<file path="src/hw/rtl/sq15alu_pkg.sv">
// ----------------------------------------------------------------------------
// sq15alu_pkg
// widths, opcodes and the 16-bit clamp of the saturating alu
// ----------------------------------------------------------------------------
package sq15alu_pkg;

	localparam int OPC_W       = 3;
	localparam int WIDE_W      = 32;
	localparam int DATA_W      = 16;
	localparam int MSU_W       = WIDE_W + 2;
	localparam int SHIFT_LIMIT = DATA_W - 1;
	localparam int CNT_W       = DATA_W + 1;
	localparam int SH_W        = $clog2(SHIFT_LIMIT);
	localparam int SHL_W       = DATA_W + SHIFT_LIMIT;

	localparam logic signed [DATA_W-1:0] DATA_MAX = {1'b0, {(DATA_W-1){1'b1}}};
	localparam logic signed [DATA_W-1:0] DATA_MIN = {1'b1, {(DATA_W-1){1'b0}}};

	typedef enum logic [OPC_W-1:0] {
		OPC_SAT = 3'd0,
		OPC_ADD = 3'd1,
		OPC_SUB = 3'd2,
		OPC_ABS = 3'd3,
		OPC_MSU = 3'd4,
		OPC_SHL = 3'd5,
		OPC_SHR = 3'd6
	} opcode_t;

	// clamp a wide signed value to 16 bits
	function automatic logic signed [DATA_W-1:0] sat16(input logic signed [MSU_W-1:0] v);
		logic fits;
		fits = (&v[MSU_W-1:DATA_W-1]) || !(|v[MSU_W-1:DATA_W-1]);
		if (fits) begin
			return v[DATA_W-1:0];
		end else if (v[MSU_W-1]) begin
			return DATA_MIN;
		end else begin
			return DATA_MAX;
		end
	endfunction

endpackage

</file>
<file path="src/hw/rtl/sq15alu_if.sv">
// ----------------------------------------------------------------------------
// sq15alu_if
// valid/ready channels for operation and result transactions
// ----------------------------------------------------------------------------
interface sq15alu_cmd_if;
	logic                                        valid;
	logic                                        ready;
	logic [sq15alu_pkg::OPC_W-1:0]               opcode;
	logic signed [sq15alu_pkg::WIDE_W-1:0]       first_operand;
	logic signed [sq15alu_pkg::DATA_W-1:0]       second_operand;
	logic signed [sq15alu_pkg::DATA_W-1:0]       third_operand;

	modport source (output valid, opcode, first_operand, second_operand, third_operand,
		input ready);
	modport sink (input valid, opcode, first_operand, second_operand, third_operand,
		output ready);
endinterface

interface sq15alu_rsp_if;
	logic                                        valid;
	logic                                        ready;
	logic signed [sq15alu_pkg::DATA_W-1:0]       result;

	modport source (output valid, result, input ready);
	modport sink (input valid, result, output ready);
endinterface

</file>
<file path="src/hw/rtl/saturating_q15_basic_alu.sv">
// ----------------------------------------------------------------------------
// saturating_q15_basic_alu
// saturating 16-bit fixed-point alu: saturate, add, sub, abs, msu, shifts
// ----------------------------------------------------------------------------
// One operation enters per clock unless the input side stalls, and its result is
// offered on the result channel from the result register: the operands are
// captured in an input register, evaluated by the single-pass datapath (one
// 16x16 multiplier for msu, adders, a barrel shifter and the clamp) and held in
// a result register. The input side stalls only when both registers hold data
// and the result is not taken; otherwise a new transaction is accepted every
// cycle. Opcode 7 returns zero.
// ----------------------------------------------------------------------------
module saturating_q15_basic_alu (
	input  logic                 clk,
	input  logic                 arst_n,
	sq15alu_cmd_if.sink          cmd,
	sq15alu_rsp_if.source        rsp
);

	logic                                    v_s1;
	logic [sq15alu_pkg::OPC_W-1:0]           opc_s1;
	logic signed [sq15alu_pkg::WIDE_W-1:0]   a_s1;
	logic signed [sq15alu_pkg::DATA_W-1:0]   b_s1;
	logic signed [sq15alu_pkg::DATA_W-1:0]   c_s1;
	logic                                    v_s2;
	logic signed [sq15alu_pkg::DATA_W-1:0]   res_s2;

	logic adv1;
	logic adv2;

	logic signed [sq15alu_pkg::DATA_W-1:0]   a16;
	logic signed [sq15alu_pkg::DATA_W:0]     a17;
	logic signed [sq15alu_pkg::DATA_W:0]     b17;
	logic signed [sq15alu_pkg::DATA_W:0]     sum17;
	logic signed [sq15alu_pkg::DATA_W:0]     dif17;
	logic signed [sq15alu_pkg::DATA_W:0]     abs17;
	logic signed [sq15alu_pkg::WIDE_W-1:0]   prod;
	logic signed [sq15alu_pkg::MSU_W-1:0]    msu;
	logic [sq15alu_pkg::CNT_W-1:0]           mag;
	logic                                    go_left;
	logic                                    long_sh;
	logic [sq15alu_pkg::SH_W-1:0]            sh;
	logic signed [sq15alu_pkg::DATA_W-1:0]   shr_val;
	logic signed [sq15alu_pkg::SHL_W-1:0]    shl_wide;
	logic signed [sq15alu_pkg::DATA_W-1:0]   shl_val;
	logic signed [sq15alu_pkg::DATA_W-1:0]   res_d;

	// handshake
	assign adv2      = !v_s2 || rsp.ready;
	assign adv1      = !v_s1 || adv2;
	assign cmd.ready = adv1;
	assign rsp.valid = v_s2;
	assign rsp.result = res_s2;

	// datapath
	assign a16   = a_s1[sq15alu_pkg::DATA_W-1:0];
	assign a17   = sq15alu_pkg::CNT_W'(a16);
	assign b17   = sq15alu_pkg::CNT_W'(b_s1);
	assign sum17 = a17 + b17;
	assign dif17 = a17 - b17;
	assign abs17 = a16[sq15alu_pkg::DATA_W-1] ? -a17 : a17;
	assign prod  = sq15alu_pkg::WIDE_W'(b_s1) * sq15alu_pkg::WIDE_W'(c_s1);
	assign msu   = sq15alu_pkg::MSU_W'(a_s1) - (sq15alu_pkg::MSU_W'(prod) <<< 1);

	// signed count: negative reverses direction, magnitude up to 32768
	assign mag     = b_s1[sq15alu_pkg::DATA_W-1] ? unsigned'(-b17) : unsigned'(b17);
	assign go_left = (opc_s1 == sq15alu_pkg::OPC_SHL) ^ b_s1[sq15alu_pkg::DATA_W-1];
	assign long_sh = mag >= sq15alu_pkg::CNT_W'(sq15alu_pkg::SHIFT_LIMIT);
	assign sh      = mag[sq15alu_pkg::SH_W-1:0];

	assign shr_val  = long_sh ? $signed({sq15alu_pkg::DATA_W{a16[sq15alu_pkg::DATA_W-1]}})
		: (a16 >>> sh);
	assign shl_wide = sq15alu_pkg::SHL_W'(a16) <<< sh;

	always_comb begin
		if (a16 == '0) begin
			shl_val = '0;
		end else if (long_sh) begin
			shl_val = a16[sq15alu_pkg::DATA_W-1] ? sq15alu_pkg::DATA_MIN : sq15alu_pkg::DATA_MAX;
		end else begin
			shl_val = sq15alu_pkg::sat16(sq15alu_pkg::MSU_W'(shl_wide));
		end
	end

	always_comb begin
		case (opc_s1)
			sq15alu_pkg::OPC_SAT: res_d = sq15alu_pkg::sat16(sq15alu_pkg::MSU_W'(a_s1));
			sq15alu_pkg::OPC_ADD: res_d = sq15alu_pkg::sat16(sq15alu_pkg::MSU_W'(sum17));
			sq15alu_pkg::OPC_SUB: res_d = sq15alu_pkg::sat16(sq15alu_pkg::MSU_W'(dif17));
			sq15alu_pkg::OPC_ABS: res_d = sq15alu_pkg::sat16(sq15alu_pkg::MSU_W'(abs17));
			sq15alu_pkg::OPC_MSU: res_d = sq15alu_pkg::sat16(msu);
			sq15alu_pkg::OPC_SHL,
			sq15alu_pkg::OPC_SHR: res_d = go_left ? shl_val : shr_val;
			default:              res_d = '0;
		endcase
	end

	// input register
	always_ff @(posedge clk or negedge arst_n) begin
		if (!arst_n) begin
			v_s1 <= 1'b0;
		end else if (adv1) begin
			v_s1 <= cmd.valid;
		end
	end

	always_ff @(posedge clk) begin
		if (adv1 && cmd.valid) begin
			opc_s1 <= cmd.opcode;
			a_s1   <= cmd.first_operand;
			b_s1   <= cmd.second_operand;
			c_s1   <= cmd.third_operand;
		end
	end

	// result register
	always_ff @(posedge clk or negedge arst_n) begin
		if (!arst_n) begin
			v_s2 <= 1'b0;
		end else if (adv2) begin
			v_s2 <= v_s1;
		end
	end

	always_ff @(posedge clk) begin
		if (adv2 && v_s1) begin
			res_s2 <= res_d;
		end
	end

endmodule

</file>
<file path="src/flat_wrapper.sv">
// flat-port wrapper written by rule: the top's interface ports become plain ports
module saturating_q15_basic_alu_flat 
  (clk, arst_n, cmd_valid, cmd_opcode, cmd_first_operand, cmd_second_operand, cmd_third_operand, cmd_ready, rsp_valid, rsp_result, rsp_ready);
  sq15alu_cmd_if cmd_i ();
  sq15alu_rsp_if rsp_i ();
  input  logic clk;
  input  logic arst_n;
  input wire logic [$bits(cmd_i.valid)-1:0] cmd_valid;
  input wire logic [$bits(cmd_i.opcode)-1:0] cmd_opcode;
  input wire logic [$bits(cmd_i.first_operand)-1:0] cmd_first_operand;
  input wire logic [$bits(cmd_i.second_operand)-1:0] cmd_second_operand;
  input wire logic [$bits(cmd_i.third_operand)-1:0] cmd_third_operand;
  output wire logic [$bits(cmd_i.ready)-1:0] cmd_ready;
  output wire logic [$bits(rsp_i.valid)-1:0] rsp_valid;
  output wire logic [$bits(rsp_i.result)-1:0] rsp_result;
  input wire logic [$bits(rsp_i.ready)-1:0] rsp_ready;
  assign cmd_i.valid = cmd_valid;
  assign cmd_i.opcode = cmd_opcode;
  assign cmd_i.first_operand = cmd_first_operand;
  assign cmd_i.second_operand = cmd_second_operand;
  assign cmd_i.third_operand = cmd_third_operand;
  assign cmd_ready = cmd_i.ready;
  assign rsp_valid = rsp_i.valid;
  assign rsp_result = rsp_i.result;
  assign rsp_i.ready = rsp_ready;
  saturating_q15_basic_alu u_core (.clk(clk), .arst_n(arst_n), .cmd(cmd_i), .rsp(rsp_i));
endmodule
</file>
<file path="config.mk">
export PLATFORM = sky130hd
export DESIGN_NAME = saturating_q15_basic_alu_flat
export DESIGN_NICKNAME = d
export VERILOG_FILES = /design/src/hw/rtl/sq15alu_pkg.sv /design/src/hw/rtl/sq15alu_if.sv /design/src/hw/rtl/saturating_q15_basic_alu.sv /design/src/flat_wrapper.sv
export SDC_FILE = /design/constraint.sdc
export NUM_CORES = 1
export LEC_CHECK = 0
export BUFFER_PORTS_ARGS = -buffer_cell sky130_fd_sc_hd__buf_2
export CORE_MARGIN = 1.5
export CORE_UTILIZATION = 30
export CTS_CLUSTER_DIAMETER = 80
export CTS_CLUSTER_SIZE = 24
export DETAILED_ROUTE_END_ITERATION = 8
export GPL_ROUTABILITY_DRIVEN = 0
export SLEW_MARGIN = 40
export SYNTH_ARGS = -nofsm -noshare
export SYNTH_HDL_FRONTEND = slang
export SYNTH_SLANG_ARGS = --single-unit
</file>
<file path="constraint.sdc">
create_clock -name clk -period 11.5 [get_ports clk]
set_clock_uncertainty 0.1 [all_clocks]
set_input_delay 2.3 -clock clk [delete_from_list [all_inputs] [get_ports clk]]
set_output_delay 2.3 -clock clk [all_outputs]
set_load 0.01 [all_outputs]
</file>
==> results by group, run 1 <==
Run status
  • Status: finished clean

Finish
  • Area Overhead vs Synth: 8.598%
  • Post-route core utilization: 33.04%
  • Multi-input gate area: 0.01537 mm^2
  • Register area: 0.002542 mm^2
  • Filler cells: 6765
  • Final-stage net count: 2822
  • Final Non-Filler Cells: 3197
  • Share of cells above drive strength 1: 7.472%
  • Commonest cells after routing, fill and taps aside: 350 x inv_1, 265 x fa_1, 255 x nand2_1
  • Most common cell after layout, fill and taps aside: inv_1
  • Antenna diodes: 0

Clock network
  • Num CTS Buffers: 9
  • CTS tree: built
  • Cts hold-fix bufs: 0
  • Skew-Pair Late Insertion Delay: 390 ps
  • Htree depth: 3
  • Post-CTS sizing: 0
  • Clock-pin slew on the worst setup and hold paths: 70 ps
  • Maximum clock path buffer count: 2
  • Setup bufs post-CTS: 0
  • CTS Sinks: 85
  • Clock root cell: clkbuf_16

Logic synthesis
  • Syn Nets: 2801
  • Synth top area share: 27.00%
  • Most used DFF post-synth: edfxtp_1
  • Post-Syn Area per Cell: 8.482 um^2
  • Async SR Flop Fraction: 2.353%
  • Synth cell types: 85
  • Post-synth EDFFs: 83
  • Synth Cell Area: 0.01965 mm^2
  • Ys Warns: 0
  • Yosys top cell by area: fa_1
  • Top cells by area, synth: fa_1 27%, edfxtp_1 13%, ha_1 9.5%
  • Register area share after synthesis: 12.94%
  • Register bit total from synthesis: 85
  • Post-Synthesis Cells: 2316

Worst setup path
  • Worst EP arrival: 10850 ps
  • Crit path kind: flip-flop to flip-flop
  • CP Max Fanout: 22
  • Crit path launch type: flip-flop
  • Max incr delay on CP: 910 ps
  • Critical Path RT: 11620 ps
  • Reg2reg setup slack: 770 ps
  • CP endpoint kind: flip-flop
  • R2R depth: 32
  • Most used cell, CP: fa_1
  • Worst reg2reg path startpoint: u_core.b_s1[8]
  • Slowest cell on crit path: edfxtp_1
  • R2r endpoint: u_core.rsp.result[3]

GRT
  • Vias in the first global route: 16.69k
  • Global-route wire length before repair: 98950 um
  • GRT overflow: 0
  • Initial antenna violation count: 2
  • Largest net degree at the start of global routing: 37
  • Total GRT Usage: 19.09%

Timing
  • Final setup TNS: 0 ps
  • Max frequency: 93.20 MHz
  • Endpoints failing setup: 0
  • Slew margin rel.: 43.11%
  • Tcrit/Tclk final: 93.30%
  • RSZ-0062 raised after global routing: false
  • WHS: 393.5 ps
  • Min Clock Period, post-route: 10730 ps
  • Final Max Slew Viols: 0
  • Worst-margin pin slew: 845.7 ps
  • Final Hold Fails: 0

Die
  • Die height: 258.9 um
  • Initial Util: 30.42%
  • Die area: 0.06703 mm^2
  • Core area: 0.06458 mm^2
  • Die X-Extent: 258.9 um
  • IO Pins: 89
  • Num rows: 93

Routing
  • Number of remaining DRC errors: 0
  • WL/cell: 19.61 um
  • Vias: 16.97k
  • First-pass iteration count of the detailed router: 6
  • Routed Antenna Nets: 0
  • First DRT Iteration DRCs: 1735
  • Via/cell ratio: 5.309
  • Routed Wire Length: 62710 um

Min path
  • Hold path startpoint: u_core.v_s1
  • Hold Path Stages: 1
  • Class of the worst hold path: flip-flop to flip-flop
  • Hold Path End: u_core.rsp.valid

Place
  • IO Port Bufs: 88
  • Placed insts: 3180
  • Dpl hpwl: 50270 um

Job
  • Max-Cap Viols: 0
-- cell usage after synthesis (19+ instances only) --
library cell	n
xor2_1	25
o21ai_0	110
fa_1	265
o211ai_1	30
xnor2_1	59
nand2b_1	23
nand2_1	255
a211oi_1	23
and2_1	126
nand3_1	37
nor3_1	40
clkbuf_1	102
mux2i_1	66
and3_1	19
ha_1	149
inv_1	350
a21oi_1	114
edfxtp_1	83
nor2_1	111
a21o_1	30
nor4_1	20
-- layer usage --
layer | routed length [um] | GRT usage, % | share of wire, %
met2 | 26380 | 27.68 | 42
met4 | 1508 | 5.101 | 2.4
met5 | 17 | 0 | 0.027
met1 | 29500 | 28.73 | 47
met3 | 5294 | 3.486 | 8.4
-- final cells by class --
cell class / count / share of cell area, %
Clock buffer: 12 / 1.155
Clock inverter: 4 / 0.2639
Inverter: 353 / 6.211
Multi-Input combinational cell: 1763 / 72.03
Sequential cell: 85 / 11.92
Tap cell: 855 / 5.014
Timing Repair Buffer: 125 / 3.413
-- critical path: cells and delay by family, from the launching register on --
kind	cells	cell delay, ps
fa+ha+maj	8	3810
xor+xnor	1	320
simple gates	6	1800
buf+inv	3	140
compound gates	14	3440
flops	1	910
-- flip-flops by register name, summed over array words and instances, names as in the netlist --
signal and flops:
u_core.rsp.valid 1, u_core.rsp.result 16, u_core.c_s1 16, u_core.opc_s1 3, u_core.b_s1 16, u_core.v_s1 1, u_core.a_s1 32
-- cell families (layout without fill, tap and decap cells) --
logic type      after synthesis  in the layout  share of synthesized area [%]
simple gates                719            719                          18.11
compound gates              475            475                          15.91
buf+inv                     468            494                          9.031
fa+ha+maj                   414            414                          36.49
flops                        85             85                          12.94
xor+xnor                     84             84                          3.745
mux                          71             71                          3.764
-- metrics by stage --
| step | setup slack, ps | cell area (um^2) |
|---|---|---|
| final | 770.4 | 21330 |
| after global routing | 138.2 | 21330 |
| after CTS | 552.4 | 21320 |
| after detailed placement | 606.6 | 21020 |
| after global placement | 846.8 | 20990 |
| after floorplan | 1163 | 19650 |
-- worst max path at each step --
stage,slack (ps),depth (start not counted),start,endpoint
detailed placement,610,32,u_core.b_s1[8],u_core.rsp.result[3]
CTS,550,32,u_core.b_s1[8],u_core.rsp.result[3]
finish,770,32,u_core.b_s1[8],u_core.rsp.result[3]
floorplan,1160,40,u_core.b_s1[0],u_core.rsp.result[2]
global placement,850,32,u_core.b_s1[8],u_core.rsp.result[11]
global route,140,32,u_core.b_s1[8],u_core.rsp.result[3]
Power of run 1 is not shown: default switching activity piles up to over one toggle a cycle in this logic, so the estimate is an artifact.
==> run 2: changes to the inputs <==
--- a/config.mk
+++ b/config.mk
@@ -7,11 +7,12 @@
 export LEC_CHECK = 0
 export BUFFER_PORTS_ARGS = -buffer_cell sky130_fd_sc_hd__buf_2
 export CORE_MARGIN = 1.5
-export CORE_UTILIZATION = 30
+export CORE_UTILIZATION = 50
 export CTS_CLUSTER_DIAMETER = 80
 export CTS_CLUSTER_SIZE = 24
 export DETAILED_ROUTE_END_ITERATION = 8
 export GPL_ROUTABILITY_DRIVEN = 0
+export PLACE_DENSITY_LB_ADDON = 0.08
 export SLEW_MARGIN = 40
 export SYNTH_ARGS = -nofsm -noshare
 export SYNTH_HDL_FRONTEND = slang
==> run 2 against run 1 <==
Wire length fell by 4.1%. Die area fell by 40%. Clock-buffer cell count fell by 2. Critical path depth rose by 1. Global-route usage rose by 12 points. Via count rose by 1.1%. Setup slack improved by 130 ps. Flip-flop and latch count did not move. Non-clock buffer count fell by 11. First-iteration DRC count fell by 17%. Critical endpoint is now u_core.rsp.result[2].
==> results by group, run 2 (synthesis gave the netlist of run 1 again) <==
Min path
  • Hold path startpoint: u_core.v_s1
  • Class of the worst hold path: flip-flop to flip-flop

Routing
  • Vias: 17.16k (+1.1%)
  • WL/cell: 21.11 um (+7.6%)
  • Routed Antenna Nets: 0 (unchanged)
  • First DRT Iteration DRCs: 1448 (-17%)
  • First-pass iteration count of the detailed router: 6 (unchanged)
  • Via/cell ratio: 6.022 (+13%)
  • Routed Wire Length: 60130 um (-4.1%)
  • Number of remaining DRC errors: 0 (unchanged)

Worst setup path
  • Crit path kind: flip-flop to flip-flop
  • Most used cell, CP: fa_1
  • Worst reg2reg path startpoint: u_core.b_s1[7]
  • Slowest cell on crit path: edfxtp_1
  • Critical Path RT: 11620 ps (about the same)
  • R2R depth: 33 (+3.1%)
  • Setup crit start: u_core.b_s1[7]
  • Crit path launch type: flip-flop
  • Worst setup path end: u_core.rsp.result[2]
  • R2r endpoint: u_core.rsp.result[2]
  • CP Max Fanout: 21 (-4.5%)
  • Max incr delay on CP: 700 ps (-210 ps)
  • Reg2reg setup slack: 900 ps (+130 ps)
  • Worst EP arrival: 10720 ps (-130 ps)
  • CP endpoint kind: flip-flop

Finish
  • Antenna diodes: 0 (unchanged)
  • Biggest register: u_core.a_s1
  • Most common cell after layout, fill and taps aside: inv_1
  • Share of cells above drive strength 1: 7.250% (-0.22 points)
  • Max reg flops: 32 (unchanged)
  • Final-stage net count: 2811 (-0.39%)
  • Filler cells: 3699 (-45%)
  • Area Overhead vs Synth: 6.165%
  • Commonest cells after routing, fill and taps aside: 350 x inv_1, 265 x fa_1, 255 x nand2_1

GRT
  • Largest net degree at the start of global routing: 58 (+57%)
  • GRT overflow: 0 (unchanged)
  • Global-route wire length before repair: 97060 um (-1.9%)
  • Total GRT Usage: 30.81% (+12 points)
  • Initial antenna violation count: 0 (-2)
  • Vias in the first global route: 17.58k (+5.3%)

Clock network
  • Maximum clock path buffer count: 2 (unchanged)
  • Clock root cell: clkbuf_16
  • Num CTS Buffers: 9 (unchanged)
  • CTS tree: built
  • Skew-Pair Late Insertion Delay: 390 ps (about the same)
  • CTS Sinks: 85 (unchanged)
  • Cts hold-fix bufs: 0 (unchanged)
  • Htree depth: 3 (unchanged)
  • Clock-pin slew on the worst setup and hold paths: 70 ps (about the same)

Timing
  • Final Max Slew Viols: 0 (unchanged)
  • Slew margin rel.: 43.43% (+0.32 points)
  • Max frequency: 94.30 MHz (+1.2%)
  • WHS: 390.7 ps (-2.848 ps)
  • Final Hold Fails: 0 (unchanged)
  • Min Clock Period, post-route: 10600 ps (-125.1 ps)
  • RSZ-0062 raised after global routing: false
  • Tcrit/Tclk final: 92.21% (-1.1 points)
  • Endpoints failing setup: 0 (unchanged)
  • Final setup TNS: 0 ps (unchanged)
  • Worst-margin pin slew: 848.5 ps (+2.810 ps)

Place
  • Dpl hpwl: 48180 um (-4.1%)
  • IO Port Bufs: 88 (unchanged)

Die
  • Initial Util: 50.71% (+20 points)
  • Core area: 0.03874 mm^2 (-40%)
  • Num rows: 72 (-23%)
  • Die area: 0.04049 mm^2 (-40%)
  • Die X-Extent: 201.2 um (-22%)
  • Die height: 201.2 um (-22%)
  • IO Pins: 89 (unchanged)

Run status
  • Status: finished clean

Job
  • Max-Cap Viols: 0 (unchanged)
==> run 2: worst min-delay path by stage <==
stage	cells after the start	endpoint	slack (ps)
finish	1	u_core.rsp.valid	390
global route	1	u_core.rsp.valid	460
CTS	1	u_core.rsp.valid	390
detailed placement	1	u_core.rsp.valid	380
global placement	1	u_core.rsp.valid	360
floorplan	1	u_core.rsp.valid	350
==> run 2: layout make-up <==
| type | instances | area [um^2] | share of cell area [%] |
|---|---|---|---|
| inverter | 353 | 1325 | 6.353 |
| tap | 518 | 648.1 | 3.108 |
| clock inverter | 6 | 72.57 | 0.3480 |
| clock buffer | 10 | 229.0 | 1.098 |
| multi-input combinational | 1763 | 15390 | 73.80 |
| timing repair buffer | 114 | 646.9 | 3.102 |
| sequential | 85 | 2542 | 12.19 |
==> run 2: metrics by stage <==
stage          area (um^2)  cells  util (%)  worst slack, ps
3_5_place_dp         20480   2830     52.88            821.0
6_report             20860   2849     53.84            895.5
2_1_floorplan        19650   2316         -             1163
3_3_place_gp         20480   2830     52.86            968.5
4_1_cts              20780   2846     53.66            708.4
5_1_grt              20860   2849     53.84            172.8
==> run 2: what timing repair did <==
| action | 4_1_cts | 5_1_grt |
|---|---|---|
| buffers inserted | 0 | 2 |
| endpoints found under the setup margin | 0 | 15 |
| resized for setup | 0 | 1 |
==> run 2: layer usage <==
| layer | global-route usage, % | routed length (um) |
|---|---|---|
| met3 | 4.503 | 4725 |
| met4 | 11.99 | 2331 |
| met5 | 0 | 0 |
| met2 | 48.83 | 27200 |
| met1 | 42.68 | 25870 |
==> run 2: worst max-delay path, delay by kind of cell, from the launching register on <==
kind | cells | cell delay, ps
AO/OA/AOI/OAI | 12 | 3130
XOR/XNOR | 1 | 150
adder cells (fa/ha/maj) | 8 | 3740
buffers and inverters | 4 | 200
flip-flops | 1 | 700
AND/OR/NAND/NOR | 8 | 2410
Power of run 2 is left out for the same reason.
==> run 3: changes to the inputs <==
--- a/config.mk
+++ b/config.mk
@@ -8,11 +8,12 @@
 export BUFFER_PORTS_ARGS = -buffer_cell sky130_fd_sc_hd__buf_2
 export CORE_MARGIN = 1.5
 export CORE_UTILIZATION = 50
+export CTS_BUF_LIST = sky130_fd_sc_hd__clkbuf_16
 export CTS_CLUSTER_DIAMETER = 80
 export CTS_CLUSTER_SIZE = 24
 export DETAILED_ROUTE_END_ITERATION = 8
 export GPL_ROUTABILITY_DRIVEN = 0
-export PLACE_DENSITY_LB_ADDON = 0.08
+export PLACE_DENSITY = 0.67
 export SLEW_MARGIN = 40
 export SYNTH_ARGS = -nofsm -noshare
 export SYNTH_HDL_FRONTEND = slang
==> run 3 against run 2 <==
Worst hold slack got worse by 9.3 ps. Setup slack worse by 330 ps. Clock-buffer cell count decreased by 1. Cell count grew 0.21%. Sequential share of layout area barely moved. Fmax shrank 3.0%. Non-clock buffer count rose by 5. Core utilization hardly changed. Flip-flop and latch count did not move. Global-route usage is essentially flat. Critical path depth unchanged. Die area is the same.
==> results by group, run 3 (synthesis gave the netlist of run 1 again) <==
GRT
  • GRT overflow: 0 (unchanged)
  • Global-route wire length before repair: 96830 um (-0.24%)
  • Largest net degree at the start of global routing: 68 (+17%)
  • Total GRT Usage: 30.84% (about the same)
  • Initial antenna violation count: 0 (unchanged)
  • Vias in the first global route: 17.43k (-0.86%)

Finish
  • Biggest register: u_core.a_s1
  • Filler cells: 3629 (-1.9%)
  • Final-stage net count: 2816 (+0.18%)
  • Area Overhead vs Synth: 6.222% (about the same)
  • Share of cells above drive strength 1: 7.406% (+0.16 points)
  • Max reg flops: 32 (unchanged)
  • Most common cell after layout, fill and taps aside: inv_1
  • Commonest cells after routing, fill and taps aside: 350 x inv_1, 265 x fa_1, 255 x nand2_1

Routing
  • First DRT Iteration DRCs: 1956 (+35%)
  • Routed Wire Length: 60790 um (+1.1%)
  • WL/cell: 21.29 um (+0.88%)
  • Vias: 17.39k (+1.3%)
  • Number of remaining DRC errors: 0 (unchanged)
  • Via/cell ratio: 6.091 (+1.1%)
  • First-pass iteration count of the detailed router: 7 (+1)
  • Routed Antenna Nets: 0 (unchanged)

Worst setup path
  • CP endpoint kind: flip-flop
  • Slowest cell on crit path: edfxtp_1
  • Worst EP arrival: 11070 ps (+350 ps)
  • CP Max Fanout: 22 (+4.8%)
  • Crit path launch type: flip-flop
  • Crit path kind: flip-flop to flip-flop
  • Most used cell, CP: fa_1
  • Critical Path RT: 11640 ps (+20 ps)
  • Max incr delay on CP: 910 ps (+210 ps)

Timing
  • Max frequency: 91.43 MHz (-3.0%)
  • Worst-margin pin slew: 871.2 ps (+22.65 ps)
  • Final Max Slew Viols: 0 (unchanged)
  • Endpoints failing setup: 0 (unchanged)
  • Tcrit/Tclk final: 95.10% (+2.9 points)
  • RSZ-0062 raised after global routing: false
  • Final setup TNS: 0 ps (unchanged)
  • Slew margin rel.: 41.18% (-2.2 points)
  • Min Clock Period, post-route: 10940 ps (+332.3 ps)
  • Final Hold Fails: 0 (unchanged)

Die
  • IO Pins: 89 (unchanged)
  • Die area: 0.04049 mm^2 (unchanged)
  • Num rows: 72 (unchanged)
  • Die X-Extent: 201.2 um (unchanged)
  • Die height: 201.2 um (unchanged)
  • Core area: 0.03874 mm^2 (unchanged)
  • Initial Util: 50.71% (unchanged)

Clock network
  • Skew-Pair Late Insertion Delay: 410 ps (+20 ps)
  • Cts hold-fix bufs: 0 (unchanged)
  • Post-CTS sizing: 0 (unchanged)
  • Maximum clock path buffer count: 2 (unchanged)
  • Htree depth: 3 (unchanged)
  • Clock root cell: clkbuf_16
  • Num CTS Buffers: 9 (unchanged)
  • Clock-pin slew on the worst setup and hold paths: 90 ps (+20 ps)
  • CTS Sinks: 85 (unchanged)
  • Setup bufs post-CTS: 0 (unchanged)
  • CTS tree: built

Place
  • Dpl hpwl: 48650 um (+0.97%)
  • IO Port Bufs: 88 (unchanged)

Job
  • Max-Cap Viols: 0 (unchanged)

Run status
  • Status: finished clean

Min path
  • Class of the worst hold path: flip-flop to flip-flop
-- run 3: final cells by class --
type | count | area, um^2 | area share [%]
inverter | 353 | 1325 | 6.350
clock buffer | 9 | 225.2 | 1.079
clock inverter | 7 | 73.82 | 0.3538
antenna | 1 | 2.502 | 0.01199
tap | 518 | 648.1 | 3.106
sequential | 85 | 2542 | 12.18
timing repair buffer | 119 | 676.9 | 3.244
multi-input combinational | 1763 | 15370 | 73.67
-- run 3: stage by stage --
| stage | instance area (um^2) | utilization (%) | hold slack, ps | instances | setup WS (ps) |
|---|---|---|---|---|---|
| finish | 20870 | 53.87 | 381.4 | 2855 | 563.2 |
| detailed placement | 20550 | 53.06 | 376.7 | 2838 | 794.4 |
| CTS | 20850 | 53.83 | 384.4 | 2854 | 709.1 |
| global placement | 20540 | 53.02 | 359.6 | 2838 | 1134 |
| floorplan | 19650 | - | 349.0 | 2316 | 1163 |
| global route | 20870 | 53.86 | 404.1 | 2854 | 63.59 |
-- run 3: critical path: cells and delay by family, from the launching register on --
family / cells / cell delay [ps]
adders and majority gates: 8 / 3550
AOI/OAI and AO/OA: 12 / 3320
xor gates and xnor gates: 1 / 200
DFF: 1 / 910
and+or+nand+nor: 8 / 2440
buffers and inverters: 4 / 230
-- run 3: metal layers --
metal	global-route usage (%)	routed length, um	up-vias
met1	42.45	25540	8511
met2	48.57	27270	896
met4	11.41	2177	0
met5	0	0	-
met3	5.685	5803	162
li1	-	-	7820
-- run 3: final timing paths --
path | start | end | slack, ps | depth (start not counted)
worst max register to register | u_core.b_s1[5] | u_core.rsp.result[11] | 560 | 33
worst max-delay path | u_core.b_s1[5] | u_core.rsp.result[11] | 560 | 33
max in group asynchronous | arst_n | u_core.rsp.valid | 9630 | 1
worst min register to register | u_core.v_s1 | u_core.rsp.valid | 380 | 1
worst min-delay path | u_core.v_s1 | u_core.rsp.valid | 380 | 1
min in group asynchronous | arst_n | u_core.v_s1 | 1570 | 1
Power of run 3 is left out for the same reason.
